--- config.mk ---
export PLATFORM = sky130hd
export DESIGN_NAME = adjacency_matrix_graph_store
export DESIGN_NICKNAME = d
export VERILOG_FILES = /design/src/amgs_pkg.sv /design/src/amgs_mem.sv /design/src/amgs_seq.sv /design/src/adjacency_matrix_graph_store.sv
export SDC_FILE = /design/constraint.sdc
export NUM_CORES = 2
export LEC_CHECK = 0
export ABC_CLOCK_PERIOD_IN_PS = 6300
export BUFFER_PORTS_ARGS = -buffer_cell sky130_fd_sc_hd__buf_2
export CORE_MARGIN = 1
export CORE_UTILIZATION = 63
export DETAILED_ROUTE_END_ITERATION = 6
export GPL_ROUTABILITY_DRIVEN = 0
export PLACE_DENSITY = 0.8
export RECOVER_POWER = 100
export SLEW_MARGIN = 20
export SYNTH_ARGS = -nofsm -noshare
export SYNTH_HDL_FRONTEND = slang
export SYNTH_HIERARCHICAL = 1
export SYNTH_SLANG_ARGS = --single-unit
--- constraint.sdc ---
create_clock -name clk_i -period 6.3 [get_ports clk_i]
set_input_delay 0.63 -clock clk_i [delete_from_list [all_inputs] [get_ports clk_i]]
set_output_delay 0.63 -clock clk_i [all_outputs]
set_load 0.01 [all_outputs]
--- src/amgs_pkg.sv ---
// Package for the adjacency matrix graph store: item types, opcodes, status codes.
// Shared by the store, the sequencer and the top level; depends on nothing.
`default_nettype none

package amgs_pkg;

  localparam int unsigned MaxVerticesDefault = 32;
  localparam int unsigned NameWidth = 32;
  localparam int unsigned CountOutWidth = 6;

  localparam logic [1:0] OP_ADD_EDGE  = 2'd0;
  localparam logic [1:0] OP_LIST_SUCC = 2'd1;
  localparam logic [1:0] OP_LIST_PRED = 2'd2;
  localparam logic [1:0] OP_LIST_VERT = 2'd3;

  localparam logic [1:0] ST_OK      = 2'd0;
  localparam logic [1:0] ST_EMPTY   = 2'd1;
  localparam logic [1:0] ST_UNKNOWN = 2'd2;
  localparam logic [1:0] ST_FULL    = 2'd3;

  typedef struct packed {
    logic [1:0]                  opcode;
    logic signed [NameWidth-1:0] vertex_a;
    logic signed [NameWidth-1:0] vertex_b;
  } in_item_t;

  typedef struct packed {
    logic signed [NameWidth-1:0] vertex_name;
    logic [1:0]                  status;
    logic                        last;
    logic [CountOutWidth-1:0]    vertex_count;
  } out_item_t;

endpackage

`default_nettype wire

--- src/amgs_mem.sv ---
// Vertex name memory and edge bit matrix, one write and one registered read each.
// Depends on amgs_pkg for the name width.
`default_nettype none

module amgs_mem
  import amgs_pkg::*;
#(
  parameter int unsigned MAX_VERTICES = MaxVerticesDefault,
  localparam int unsigned IdxW = $clog2(MAX_VERTICES)
) (
  input  wire logic                 clk_i,
  input  wire logic                 names_we_i,
  input  wire logic [IdxW-1:0]      names_waddr_i,
  input  wire logic [NameWidth-1:0] names_wdata_i,
  input  wire logic [IdxW-1:0]      names_raddr_i,
  output logic [NameWidth-1:0]      names_rdata_o,
  input  wire logic                 edge_we_i,
  input  wire logic [IdxW-1:0]      edge_waddr_i,
  input  wire logic [MAX_VERTICES-1:0] edge_wdata_i,
  input  wire logic [IdxW-1:0]      edge_raddr_i,
  output logic [MAX_VERTICES-1:0]   edge_rdata_o
);

  logic [NameWidth-1:0]    names_mem [MAX_VERTICES];
  logic [MAX_VERTICES-1:0] edge_mem  [MAX_VERTICES];

  always_ff @(posedge clk_i) begin
    if (names_we_i) begin
      names_mem[names_waddr_i] <= names_wdata_i;
    end
    names_rdata_o <= names_mem[names_raddr_i];
  end

  always_ff @(posedge clk_i) begin
    if (edge_we_i) begin
      edge_mem[edge_waddr_i] <= edge_wdata_i;
    end
    edge_rdata_o <= edge_mem[edge_raddr_i];
  end

endmodule

`default_nettype wire

--- src/amgs_seq.sv ---
// Sequencer of the graph store: name lookup over the single name read port, vertex
// registration, edge update and list scans. Depends on amgs_pkg; drives amgs_mem.
`default_nettype none

module amgs_seq
  import amgs_pkg::*;
#(
  parameter int unsigned MAX_VERTICES = MaxVerticesDefault,
  localparam int unsigned IdxW = $clog2(MAX_VERTICES),
  localparam int unsigned CntW = $clog2(MAX_VERTICES + 1)
) (
  input  wire logic                    clk_i,
  input  wire logic                    rst_ni,
  input  wire logic                    in_valid_i,
  output logic                         in_ready_o,
  input  wire in_item_t                in_item_i,
  input  wire logic                    emit_ok_i,
  output logic                         emit_o,
  output out_item_t                    emit_item_o,
  output logic                         names_we_o,
  output logic [IdxW-1:0]              names_waddr_o,
  output logic [NameWidth-1:0]         names_wdata_o,
  output logic [IdxW-1:0]              names_raddr_o,
  input  wire logic [NameWidth-1:0]    names_rdata_i,
  output logic                         edge_we_o,
  output logic [IdxW-1:0]              edge_waddr_o,
  output logic [MAX_VERTICES-1:0]      edge_wdata_o,
  output logic [IdxW-1:0]              edge_raddr_o,
  input  wire logic [MAX_VERTICES-1:0] edge_rdata_i
);

  typedef enum logic [2:0] {
    S_IDLE,
    S_LOOK,
    S_ADD_A,
    S_ADD_B,
    S_ADD_EDGE,
    S_SCAN,
    S_RESP
  } state_e;

  state_e               state_q, state_d;
  logic [1:0]           op_q, op_d;
  logic [NameWidth-1:0] a_q, a_d, b_q, b_d;
  logic [CntW-1:0]      idx_q, idx_d, cnt_q, cnt_d;
  logic [IdxW-1:0]      ia_q, ia_d, ib_q, ib_d;
  logic                 fa_q, fa_d, fb_q, fb_d, new_a_q, new_a_d, pend_q, pend_d;
  logic [NameWidth-1:0] buf_q, buf_d;
  logic [1:0]           st_q, st_d;

  logic            at_end;
  logic            match_a;
  logic            match_b;
  logic            hit;
  logic [1:0]      need;
  logic [CntW:0]   need_sum;

  assign at_end   = (idx_q >= cnt_q);
  assign match_a  = (names_rdata_i == a_q);
  assign match_b  = (names_rdata_i == b_q);
  assign need     = {1'b0, ~fa_q} + {1'b0, ~fb_q & ~(~fa_q & (a_q == b_q))};
  assign need_sum = {1'b0, cnt_q} + (CntW+1)'(need);
  assign in_ready_o = (state_q == S_IDLE);

  always_comb begin
    case (op_q)
      OP_LIST_SUCC: hit = edge_rdata_i[idx_q[IdxW-1:0]];
      OP_LIST_PRED: hit = edge_rdata_i[ia_q];
      default:      hit = 1'b1;
    endcase
  end

  always_comb begin
    state_d = state_q;
    op_d    = op_q;
    a_d     = a_q;
    b_d     = b_q;
    idx_d   = idx_q;
    cnt_d   = cnt_q;
    ia_d    = ia_q;
    ib_d    = ib_q;
    fa_d    = fa_q;
    fb_d    = fb_q;
    new_a_d = new_a_q;
    pend_d  = pend_q;
    buf_d   = buf_q;
    st_d    = st_q;

    names_we_o    = 1'b0;
    names_waddr_o = cnt_q[IdxW-1:0];
    names_wdata_o = a_q;
    edge_we_o     = 1'b0;
    edge_waddr_o  = cnt_q[IdxW-1:0];
    edge_wdata_o  = '0;
    emit_o        = 1'b0;
    emit_item_o   = '{vertex_name: '0, status: st_q, last: 1'b1,
                      vertex_count: CountOutWidth'(cnt_q)};

    case (state_q)
      S_IDLE: begin
        if (in_valid_i) begin
          op_d    = in_item_i.opcode;
          a_d     = in_item_i.vertex_a;
          b_d     = in_item_i.vertex_b;
          idx_d   = '0;
          fa_d    = 1'b0;
          fb_d    = 1'b0;
          new_a_d = 1'b0;
          pend_d  = 1'b0;
          state_d = (in_item_i.opcode == OP_LIST_VERT) ? S_SCAN : S_LOOK;
        end
      end
      S_LOOK: begin
        if (at_end) begin
          if (op_q == OP_ADD_EDGE) begin
            state_d = S_ADD_A;
          end else begin
            st_d    = ST_UNKNOWN;
            state_d = S_RESP;
          end
        end else begin
          idx_d = idx_q + 1'b1;
          if (match_a && !fa_q) begin
            fa_d = 1'b1;
            ia_d = idx_q[IdxW-1:0];
          end
          if (match_b && !fb_q) begin
            fb_d = 1'b1;
            ib_d = idx_q[IdxW-1:0];
          end
          if (op_q != OP_ADD_EDGE && match_a) begin
            idx_d   = '0;
            state_d = S_SCAN;
          end
        end
      end
      S_ADD_A: begin
        if (need_sum > (CntW+1)'(MAX_VERTICES)) begin
          st_d    = ST_FULL;
          state_d = S_RESP;
        end else begin
          if (!fa_q) begin
            names_we_o    = 1'b1;
            names_wdata_o = a_q;
            edge_we_o     = 1'b1;
            ia_d          = cnt_q[IdxW-1:0];
            cnt_d         = cnt_q + 1'b1;
            new_a_d       = 1'b1;
          end
          state_d = S_ADD_B;
        end
      end
      S_ADD_B: begin
        if (!fb_q) begin
          if (new_a_q && (a_q == b_q)) begin
            ib_d = ia_q;
          end else begin
            names_we_o    = 1'b1;
            names_wdata_o = b_q;
            edge_we_o     = 1'b1;
            ib_d          = cnt_q[IdxW-1:0];
            cnt_d         = cnt_q + 1'b1;
          end
        end
        state_d = S_ADD_EDGE;
      end
      S_ADD_EDGE: begin
        edge_we_o    = 1'b1;
        edge_waddr_o = ia_q;
        edge_wdata_o = (new_a_q ? '0 : edge_rdata_i) | (MAX_VERTICES'(1) << ib_q);
        st_d         = ST_OK;
        state_d      = S_RESP;
      end
      S_SCAN: begin
        if (at_end) begin
          if (pend_q) begin
            emit_item_o.vertex_name = buf_q;
            emit_item_o.status      = ST_OK;
            if (emit_ok_i) begin
              emit_o  = 1'b1;
              state_d = S_IDLE;
            end
          end else begin
            st_d    = ST_EMPTY;
            state_d = S_RESP;
          end
        end else if (!hit) begin
          idx_d = idx_q + 1'b1;
        end else if (!pend_q) begin
          buf_d  = names_rdata_i;
          pend_d = 1'b1;
          idx_d  = idx_q + 1'b1;
        end else begin
          emit_item_o.vertex_name = buf_q;
          emit_item_o.status      = ST_OK;
          emit_item_o.last        = 1'b0;
          if (emit_ok_i) begin
            emit_o = 1'b1;
            buf_d  = names_rdata_i;
            idx_d  = idx_q + 1'b1;
          end
        end
      end
      S_RESP: begin
        if (emit_ok_i) begin
          emit_o  = 1'b1;
          state_d = S_IDLE;
        end
      end
      default: begin
        state_d = S_IDLE;
      end
    endcase

    names_raddr_o = idx_d[IdxW-1:0];
    if (state_d == S_SCAN && op_q == OP_LIST_PRED) begin
      edge_raddr_o = idx_d[IdxW-1:0];
    end else begin
      edge_raddr_o = ia_d;
    end
  end

  always_ff @(posedge clk_i or negedge rst_ni) begin
    if (!rst_ni) begin
      state_q <= S_IDLE;
      cnt_q   <= '0;
      idx_q   <= '0;
      fa_q    <= 1'b0;
      fb_q    <= 1'b0;
      new_a_q <= 1'b0;
      pend_q  <= 1'b0;
      op_q    <= OP_ADD_EDGE;
      st_q    <= ST_OK;
    end else begin
      state_q <= state_d;
      cnt_q   <= cnt_d;
      idx_q   <= idx_d;
      fa_q    <= fa_d;
      fb_q    <= fb_d;
      new_a_q <= new_a_d;
      pend_q  <= pend_d;
      op_q    <= op_d;
      st_q    <= st_d;
    end
  end

  always_ff @(posedge clk_i) begin
    a_q   <= a_d;
    b_q   <= b_d;
    ia_q  <= ia_d;
    ib_q  <= ib_d;
    buf_q <= buf_d;
  end

endmodule

`default_nettype wire

--- src/adjacency_matrix_graph_store.sv ---
// Directed graph store over an adjacency bit matrix of MAX_VERTICES rows.
// Add edge: name lookup, registration of new vertices, then the edge bit write; a list
// scans the registered vertices, one name per cycle while the output does not stall, set by
// the single name read port.
// One item at a time; results leave through a one-entry output register.
// Reset clears the vertex count and control; no memory clearing pass is run.
`default_nettype none

module adjacency_matrix_graph_store
  import amgs_pkg::*;
#(
  parameter int unsigned MAX_VERTICES = MaxVerticesDefault
) (
  input  wire logic      clk_i,
  input  wire logic      rst_ni,
  input  wire logic      in_valid_i,
  output logic           in_ready_o,
  input  wire in_item_t  in_item_i,
  output logic           out_valid_o,
  input  wire logic      out_ready_i,
  output out_item_t      out_item_o
);

  localparam int unsigned IdxW = $clog2(MAX_VERTICES);

  logic                    emit;
  logic                    emit_ok;
  out_item_t               emit_item;
  logic                    names_we;
  logic [IdxW-1:0]         names_waddr;
  logic [NameWidth-1:0]    names_wdata;
  logic [IdxW-1:0]         names_raddr;
  logic [NameWidth-1:0]    names_rdata;
  logic                    edge_we;
  logic [IdxW-1:0]         edge_waddr;
  logic [MAX_VERTICES-1:0] edge_wdata;
  logic [IdxW-1:0]         edge_raddr;
  logic [MAX_VERTICES-1:0] edge_rdata;
  logic                    out_valid_q;
  out_item_t               out_item_q;

  assign emit_ok     = !out_valid_q || out_ready_i;
  assign out_valid_o = out_valid_q;
  assign out_item_o  = out_item_q;

  amgs_seq #(
    .MAX_VERTICES(MAX_VERTICES)
  ) u_seq (
    .clk_i        (clk_i),
    .rst_ni       (rst_ni),
    .in_valid_i   (in_valid_i),
    .in_ready_o   (in_ready_o),
    .in_item_i    (in_item_i),
    .emit_ok_i    (emit_ok),
    .emit_o       (emit),
    .emit_item_o  (emit_item),
    .names_we_o   (names_we),
    .names_waddr_o(names_waddr),
    .names_wdata_o(names_wdata),
    .names_raddr_o(names_raddr),
    .names_rdata_i(names_rdata),
    .edge_we_o    (edge_we),
    .edge_waddr_o (edge_waddr),
    .edge_wdata_o (edge_wdata),
    .edge_raddr_o (edge_raddr),
    .edge_rdata_i (edge_rdata)
  );

  amgs_mem #(
    .MAX_VERTICES(MAX_VERTICES)
  ) u_mem (
    .clk_i        (clk_i),
    .names_we_i   (names_we),
    .names_waddr_i(names_waddr),
    .names_wdata_i(names_wdata),
    .names_raddr_i(names_raddr),
    .names_rdata_o(names_rdata),
    .edge_we_i    (edge_we),
    .edge_waddr_i (edge_waddr),
    .edge_wdata_i (edge_wdata),
    .edge_raddr_i (edge_raddr),
    .edge_rdata_o (edge_rdata)
  );

  always_ff @(posedge clk_i or negedge rst_ni) begin
    if (!rst_ni) begin
      out_valid_q <= 1'b0;
    end else if (emit) begin
      out_valid_q <= 1'b1;
    end else if (out_ready_i) begin
      out_valid_q <= 1'b0;
    end
  end

  always_ff @(posedge clk_i) begin
    if (emit) begin
      out_item_q <= emit_item;
    end
  end

endmodule

`default_nettype wire
After elaboration in Yosys (flattened, before gate mapping)
Memories as Yosys holds them, arrays and structs flattened. A register that Yosys moved wholly into a read port is not among the register bits.
Index checks and enable logic that the tools add are counted.
{"block": "word_totals", "mem_bits_rw": 2048, "regBits": 171, "output_inout_bits": 43, "wordCells": 190, "n_memories": 2, "in_bits": 70}
{"block": "op_classes", "n_mux": 89, "n_bitwise": 9, "n_lt_le_gt_ge": 4, "n_eq_ne": 30, "add_sub_neg": 4, "n_shift": 1, "n_reduce_logical": 31}
{"name": "u_mem.edge_mem", "words": 32, "word_bits": 32, "rd": 1, "rd_ports_with_merged_regs": 1, "wr": 1, "line_no": "amgs_mem.sv:25", "text": "logic [MAX_VERTICES-1:0] edge_mem [MAX_VERTICES];"}
{"name": "u_mem.names_mem", "words": 32, "word_bits": 32, "rd": 1, "rd_ports_with_merged_regs": 1, "wr": 1, "line_no": "amgs_mem.sv:24", "text": "logic [NameWidth-1:0] names_mem [MAX_VERTICES];"}
{"op": "two-way mux 32 bit", "n": 7}
{"op": "equality test 32 bit", "n": 3}
{"op": "two-way mux 35 bit", "n": 2}
{"op": "two-way mux 34 bit", "n": 2}
{"op": "two-way mux 6 bit", "n": 11}
{"op": "two-way mux 5 bit", "n": 10}
{"op": "bitwise OR 32 bit", "n": 1}
{"op": "<< shifter 1 x 5 -> 32 bit, first input constant", "n": 1}
{"op": "two-way mux 3 bit", "n": 10}
{"op": "two-way mux 1 bit", "n": 26}
{"op": "AND reduction 4 bit", "n": 6}
{"op": "case mux 3 bit (7 select lines)", "n": 1}
{"op": "!= test 2 bit, second input constant", "n": 10}
{"op": "case mux 5 bit (2 select lines)", "n": 2}
{"op": "case mux 6 bit (3 select lines)", "n": 1}
{"op": "case mux 1 bit (2 select lines)", "n": 7}
{"op": "nonzero test 2 bit", "n": 7}
{"op": "adder 6 x 1 -> 6 bit, second input constant", "n": 2}
{"op": "equality test 3 bit, second input constant", "n": 4}
{"op": "less-than comparator 5 x 6 -> 1 bit, second input constant", "n": 2}
{"op": "!= test 2 x 1 -> 1 bit, second input constant", "n": 6}
{"op": "case mux 6 bit (2 select lines)", "n": 1}
{"op": "binary-select mux 1 bit (select 5 bit)", "n": 2}
{"op": "two-way mux 2 bit", "n": 5}
{"op": "other kinds (24)", "n": 39}

Logic depth before layout (Yosys ltp)
{"block": "depth", "depth_word": 12, "ltp_mapped": 23}

Modules after synthesis
The synthesis kept the hierarchy.
{"module": "amgs_mem", "cells_each": 4456, "instances": 1, "area_each_um2": 80738.7}
{"module": "amgs_seq", "cells_each": 702, "instances": 1, "area_each_um2": 7853.8}
{"module": "adjacency_matrix_graph_store", "cells_each": 44, "instances": 1, "area_each_um2": 1278.7}

Worst setup path before layout
Ideal clock, no wire load.
{"block": "synth_timing", "path_type": "register to register", "start": "register u_seq.b_q[31]", "end": "memory u_mem.names_mem[12][0] (enable)", "setup_ps": 421, "t_required_ps": 5879, "n_path_buf": 2, "slack_ps": 733, "t_arrival_ps": 5146, "path_stages_with_launch": 19, "cell_sequence": "edfxtp_1 xor2_1 nor4_1 nand2_1 o41ai_1 fa_1 inv_1 ha_1 inv_1 a311o_1 o22ai_1 or3_1 clkbuf_1 nor2_1 nor2_1 inv_1 or3b_2 clkbuf_1 nor2_1"}
{"block": "synth_via", "elab_chain_cells": 11, "elab_cells_between_ends": 14, "classes_between": "add/sub (2); order compare (1); eq/ne (1); mux (6); bitwise (3); reduce/logical (1)"}
{"item": "from (decl)", "line_no": "amgs_seq.sv:44", "text": "logic [NameWidth-1:0] a_q, a_d, b_q, b_d;"}
{"item": "from (signal assigned)", "line_no": "amgs_seq.sv:249", "text": "b_q <= b_d;"}
{"item": "equality test 32 bit (*)", "line_no": "amgs_seq.sv:61, amgs_seq.sv:155"}
{"item": "AND 1 bit", "line_no": "amgs_seq.sv:61", "text": "assign need = {1'b0, ~fa_q} + {1'b0, ~fb_q & ~(~fa_q & (a_q == b_q))};"}
{"item": "NOT 1 bit", "line_no": "amgs_seq.sv:61"}
{"item": "AND 1 bit", "line_no": "amgs_seq.sv:61"}
{"item": "adder 1 x 1 -> 2 bit", "line_no": "amgs_seq.sv:61"}
{"item": "adder 6 x 2 -> 7 bit", "line_no": "amgs_seq.sv:62", "text": "assign need_sum = {1'b0, cnt_q} + (CntW+1)'(need);"}
{"item": "> comparator 7 x 6 -> 1 bit", "line_no": "amgs_seq.sv:138", "text": "if (need_sum > (CntW+1)'(MAX_VERTICES)) begin"}
{"item": "two-way mux 1 bit", "line_no": "amgs_seq.sv:138"}
{"item": "case mux 1 bit (2 select lines) (*)", "line_no": "amgs_seq.sv:99", "text": "case (state_q)"}
{"item": "via names_we", "line_no": "adjacency_matrix_graph_store.sv:29", "text": "logic names_we;"}
{"item": "two-way mux 1 bit (*)", "line_no": "amgs_mem.sv:28", "text": "if (names_we_i) begin"}
{"item": "two-way mux 1 bit (not written as such) (*)", "line_no": "amgs_mem.sv:29", "text": "names_mem[names_waddr_i] <= names_wdata_i;"}
{"item": "to (decl)", "line_no": "amgs_mem.sv:24"}
Mark *: on every way through the listed nets, which the timed path passes. The rest lies on a longest branch.

Worst setup path after layout
{"block": "layout_timing", "start": "register u_seq.b_q[31]", "end": "memory u_mem/edge_mem[10][2] in the netlist's numbering (enable)"}
{"block": "layout_via", "elab_chain_cells": 11, "elab_cells_between_ends": 14, "classes_between": "add/sub (2); order compare (1); eq/ne (1); mux (6); bitwise (3); reduce/logical (1)"}
{"item": "equality test 32 bit (*)", "line_no": "amgs_seq.sv:61, amgs_seq.sv:155"}
{"item": "AND 1 bit", "line_no": "amgs_seq.sv:61"}
{"item": "NOT 1 bit", "line_no": "amgs_seq.sv:61"}
{"item": "AND 1 bit", "line_no": "amgs_seq.sv:61"}
{"item": "adder 1 x 1 -> 2 bit", "line_no": "amgs_seq.sv:61"}
{"item": "adder 6 x 2 -> 7 bit", "line_no": "amgs_seq.sv:62"}
{"item": "> comparator 7 x 6 -> 1 bit", "line_no": "amgs_seq.sv:138"}
{"item": "two-way mux 1 bit", "line_no": "amgs_seq.sv:138"}
{"item": "case mux 1 bit (3 select lines) (*)", "line_no": "amgs_seq.sv:99"}
{"item": "via edge_we", "line_no": "adjacency_matrix_graph_store.sv:34", "text": "logic edge_we;"}
{"item": "two-way mux 1 bit (*)", "line_no": "amgs_mem.sv:35", "text": "if (edge_we_i) begin"}
{"item": "two-way mux 1 bit (not written as such) (*)", "line_no": "amgs_mem.sv:36", "text": "edge_mem[edge_waddr_i] <= edge_wdata_i;"}
{"item": "to (decl)", "line_no": "amgs_mem.sv:25"}
Marked as above.

==> results.md <==
- Final ANT Viol Nets: 0
- Layout cells sized above 1: 12.1%
- Die Ht: 380 um
- Final setup violation count: 0
- Site Rows: 138
- Synth Net Count: 5,285
- Initial antenna violation count: 10
- Busiest grt layer: met2
- DRC: 1
- H-tree depth: 4
- Hold EP: u_seq/op_q[1]$_DFFE_PN0P_
- Yosys warning count: 6
- WL/cell: 30.4 um
- Synth Instances: 5,202
- Crit Path Max Fanout: 33
- Lkg Pwr: 33.6 nW
- Synth Register Bits: 2,283
- Failing checks: DRC, capacitance limit, slew limit
- CTS Buf Count: 208
- CTS hold repair buffers: 65
- Synthesized area: 89,900 um^2
- Total GRT Usage: 32.1%
- MaxCap Viol Count: 6
- Power per Cell Area: 483 nW/um^2
- Post-Route WL: 233,000 um
- Worst path required time: 6.71 ns
- Cts repair resizes: 0
- Global routing usage on met3: 6.82%
- Hold_sp: in_item_i[65]
- Critical R2R Capture: u_mem/edge_mem[10][2]$_DFFE_PP_
- Outcome: finished, violations left
- Core footprint: 142,000 um^2
- GR Util met2: 48.7%
- Worst Path Arrival: 6.61 ns
- Unique masters post-synth: 63
- CP cell instances: xor2_1 -> nor4_1 -> nand2_1 -> or4_1 -> nor3b_1 -> clkbuf_1 -> nor2_1 -> nand2_1 -> nand3b_1 -> clkbuf_1 -> nor2_4 -> clkbuf_2
- Placed Area: 95,500 um^2
- Synth Area per Inst: 17.3 um^2
- Clk sink count: 2,283
- First-pass GRT wire length: 336,000 um
- WS Path Type: reg2reg
- Port bufs: 112
- Post-synth top area cell: edfxtp_1
- TritonRoute pass-1 iters: 7
- Slew Limit Fails: 251
- Root Buffer: clkbuf_16
- CTS tree: yes
- Vias: 51,700
- Slew HR: -175%
- TNS Setup: 0 ns
- GR Overflow Total: 0
- CTS Buffer Depth: 3
- CP max stage cell: clkbuf_1
- Top cells by area, synth: edfxtp_1 (73%), mux2i_1 (12%), a22oi_1 (3.0%)
- Worst-path clk slew: 0.06 ns
- Violation count after the first detailed-route iteration: 8,099
- Finished Cell Area: 102,000 um^2
- Clock Latency Late Sink: 0.85 ns
- Setup WS pre-CTS: 0.352 ns
- Fmax: 161 MHz
- Die area: 144,000 um^2
- M1 GR Usage: 45.7%
- I/O Pins: 113
- Die width: 380 um
- Final Critical Period: 6.21 ns
- Final Skew: 0.0293 ns
- Final core utilization: 71.8%
- Synth Flop Type: edfxtp_1
- Period utilization: 98.5%
- Vias in the first global route: 50,700
- Min-Delay Path Depth: 3
- Final net count: 5,678
- P&R area growth vs syn: 13.2%
- DP HPWL: 135,000 um
- Overall power: 0.0491 W
- Vias per cell: 6.74
- Min-delay worst type: in2reg
- EDFF count, synth: 2,190
- Asr flop ratio synth: 1.05%
- Starting density of the core: 63.5%
- Critical path capture point type: register
- Register area share after synthesis: 75.4%
- Reg2Reg Setup Slack: 0.09 ns
- Hold Vio Cnt, Final: 0
- Largest net degree at the start of global routing: 111
- Area share of the largest cell type after synthesis: 73.2%
- Worst Reg-to-Reg Cells: 12
- PnR worst setup slack: 0.0943 ns
- RSZ-0062 raised after global routing: false
- Crit start category: register
- Worst-margin pin slew: 4.13 ns
- Worst vdd ir: 467 uV
- Postcts setup bufs: 0
- CP max stage delay: 0.87 ns
- Reg2Reg Launch Point: u_seq/b_q[31]$_DFFE_PP_
## cells by family (layout without fill, tap and decap cells)
family,Yosys count,count (layout),synth area share (%)
multiplexers,1096,1096,12.4
AO/OA/AOI/OAI,649,649,5.08
buffers and inverters,320,892,1.93
other,0,1,0
XOR/XNOR,102,102,0.994
adder cells (fa/ha/maj),13,13,0.189
AND/OR/NAND/NOR,739,739,4.03
flip-flops,2283,2283,75.4
## cell usage in the layout, fill, tap and decap left out, drive strengths merged, types with 15 or more instances in the layout
cell type,count
nor2,122
mux2,41
dlygate4sd3,65
edfxtp,2190
inv,30
dfxtp,69
nand2,172
a21oi,139
xnor2,69
a31oi,38
nor2b,15
clkinv,77
clkbuf,481
nand3,235
buf,217
nor3,42
xor2,33
dfrtp,24
bufinv,19
a22oi,355
and2,39
mux2i,1045
a22o,70
nand4,52
## worst max-delay path by stage
stage                                  startpoint                          endpoint  slack [ns]
after floorplan           u_seq/b_q[31]$_DFFE_PP_  u_mem/names_mem[12][0]$_DFFE_PP_        0.73
after global placement    u_seq/b_q[31]$_DFFE_PP_    u_mem/edge_rdata_o[28]$_DFF_P_        0.41
after detailed placement  u_seq/b_q[31]$_DFFE_PP_    u_mem/edge_rdata_o[28]$_DFF_P_        0.35
after CTS                 u_seq/b_q[31]$_DFFE_PP_    u_mem/edge_rdata_o[13]$_DFF_P_        0.34
after global routing      u_seq/b_q[31]$_DFFE_PP_   u_mem/names_mem[6][2]$_DFFE_PP_        0.03
final                     u_seq/b_q[31]$_DFFE_PP_   u_mem/edge_mem[10][2]$_DFFE_PP_        0.09
## registers in the layout, indices dropped and copies added (netlist names), 32 cells and up
signal	count
u_seq/buf_q	32
u_mem/edge_rdata_o	32
u_mem/edge_mem	1024
u_mem/names_mem	1024
u_seq/a_q	32
u_seq/b_q	32
out_item_o	41
u_mem/names_rdata_o	32
## area by class of cell
class	instances	area, um^2
Antenna cell	1	2.50
Fill cell	8282	39900
Clock inverter	108	1090
Inverter	21	78.8
Clock buffer	281	5730
Multi-Input combinational cell	2599	20800
Timing Repair Buffer	482	3920
Sequential cell	2283	67700
Tap cell	1890	2360
## through the flow
stage | hold WS (ns) | cells
3_3_place_gp | 0.487 | 7207
6_report | 0.0812 | 7665
5_1_grt | 0.0722 | 7664
3_5_place_dp | 0.493 | 7207
4_1_cts | 0.0262 | 7661
2_1_floorplan | 0.334 | 5202
## layer usage
| metal | routed length, um | vias to the layer above | part of all wire (%) |
|---|---|---|---|
| met1 | 86100 | 25800 | 37 |
| li1 | - | 21400 | - |
| met2 | 106000 | 3844 | 45 |
| met3 | 30800 | 648 | 13 |
| met5 | 33 | - | 0.014 |
| met4 | 10200 | 4 | 4.4 |
## where the power goes
part           switching (W)  internal (W)  total [W]
combinational         0.0106       0.00619     0.0168
sequential          0.000941        0.0188     0.0197
clock                0.00543       0.00716     0.0126
## cell usage after synthesis, types with 5 or more instances
library cell / n
buf_6: 23
nor2_1: 122
buf_1: 17
nor4_1: 12
o21ai_0: 13
nand3b_1: 11
buf_2: 70
mux4_2: 10
dfxtp_1: 69
nor3b_1: 9
a22o_1: 70
nand2b_1: 5
clkbuf_1: 117
mux2_2: 41
dfrtp_1: 24
a21o_1: 8
nand4_1: 52
a31oi_1: 38
or3b_2: 6
xor2_1: 33
xnor2_1: 69
ha_1: 12
edfxtp_1: 2190
nor2b_1: 15
buf_4: 68
nor3_1: 42
a21oi_1: 139
inv_1: 20
and2_1: 39
nand2_1: 172
mux2i_1: 1045
nand3_1: 235
and3_1: 6
a22oi_1: 355
## worst max-delay path: cells and delay by family, from the launching register on
kind | cells | cell delay [ns]
simple gates | 8 | 3.02
buf+inv | 3 | 1.98
flops | 1 | 0.52
xor+xnor | 1 | 0.21
No activity file was read; power rests on OpenSTA's default activity.
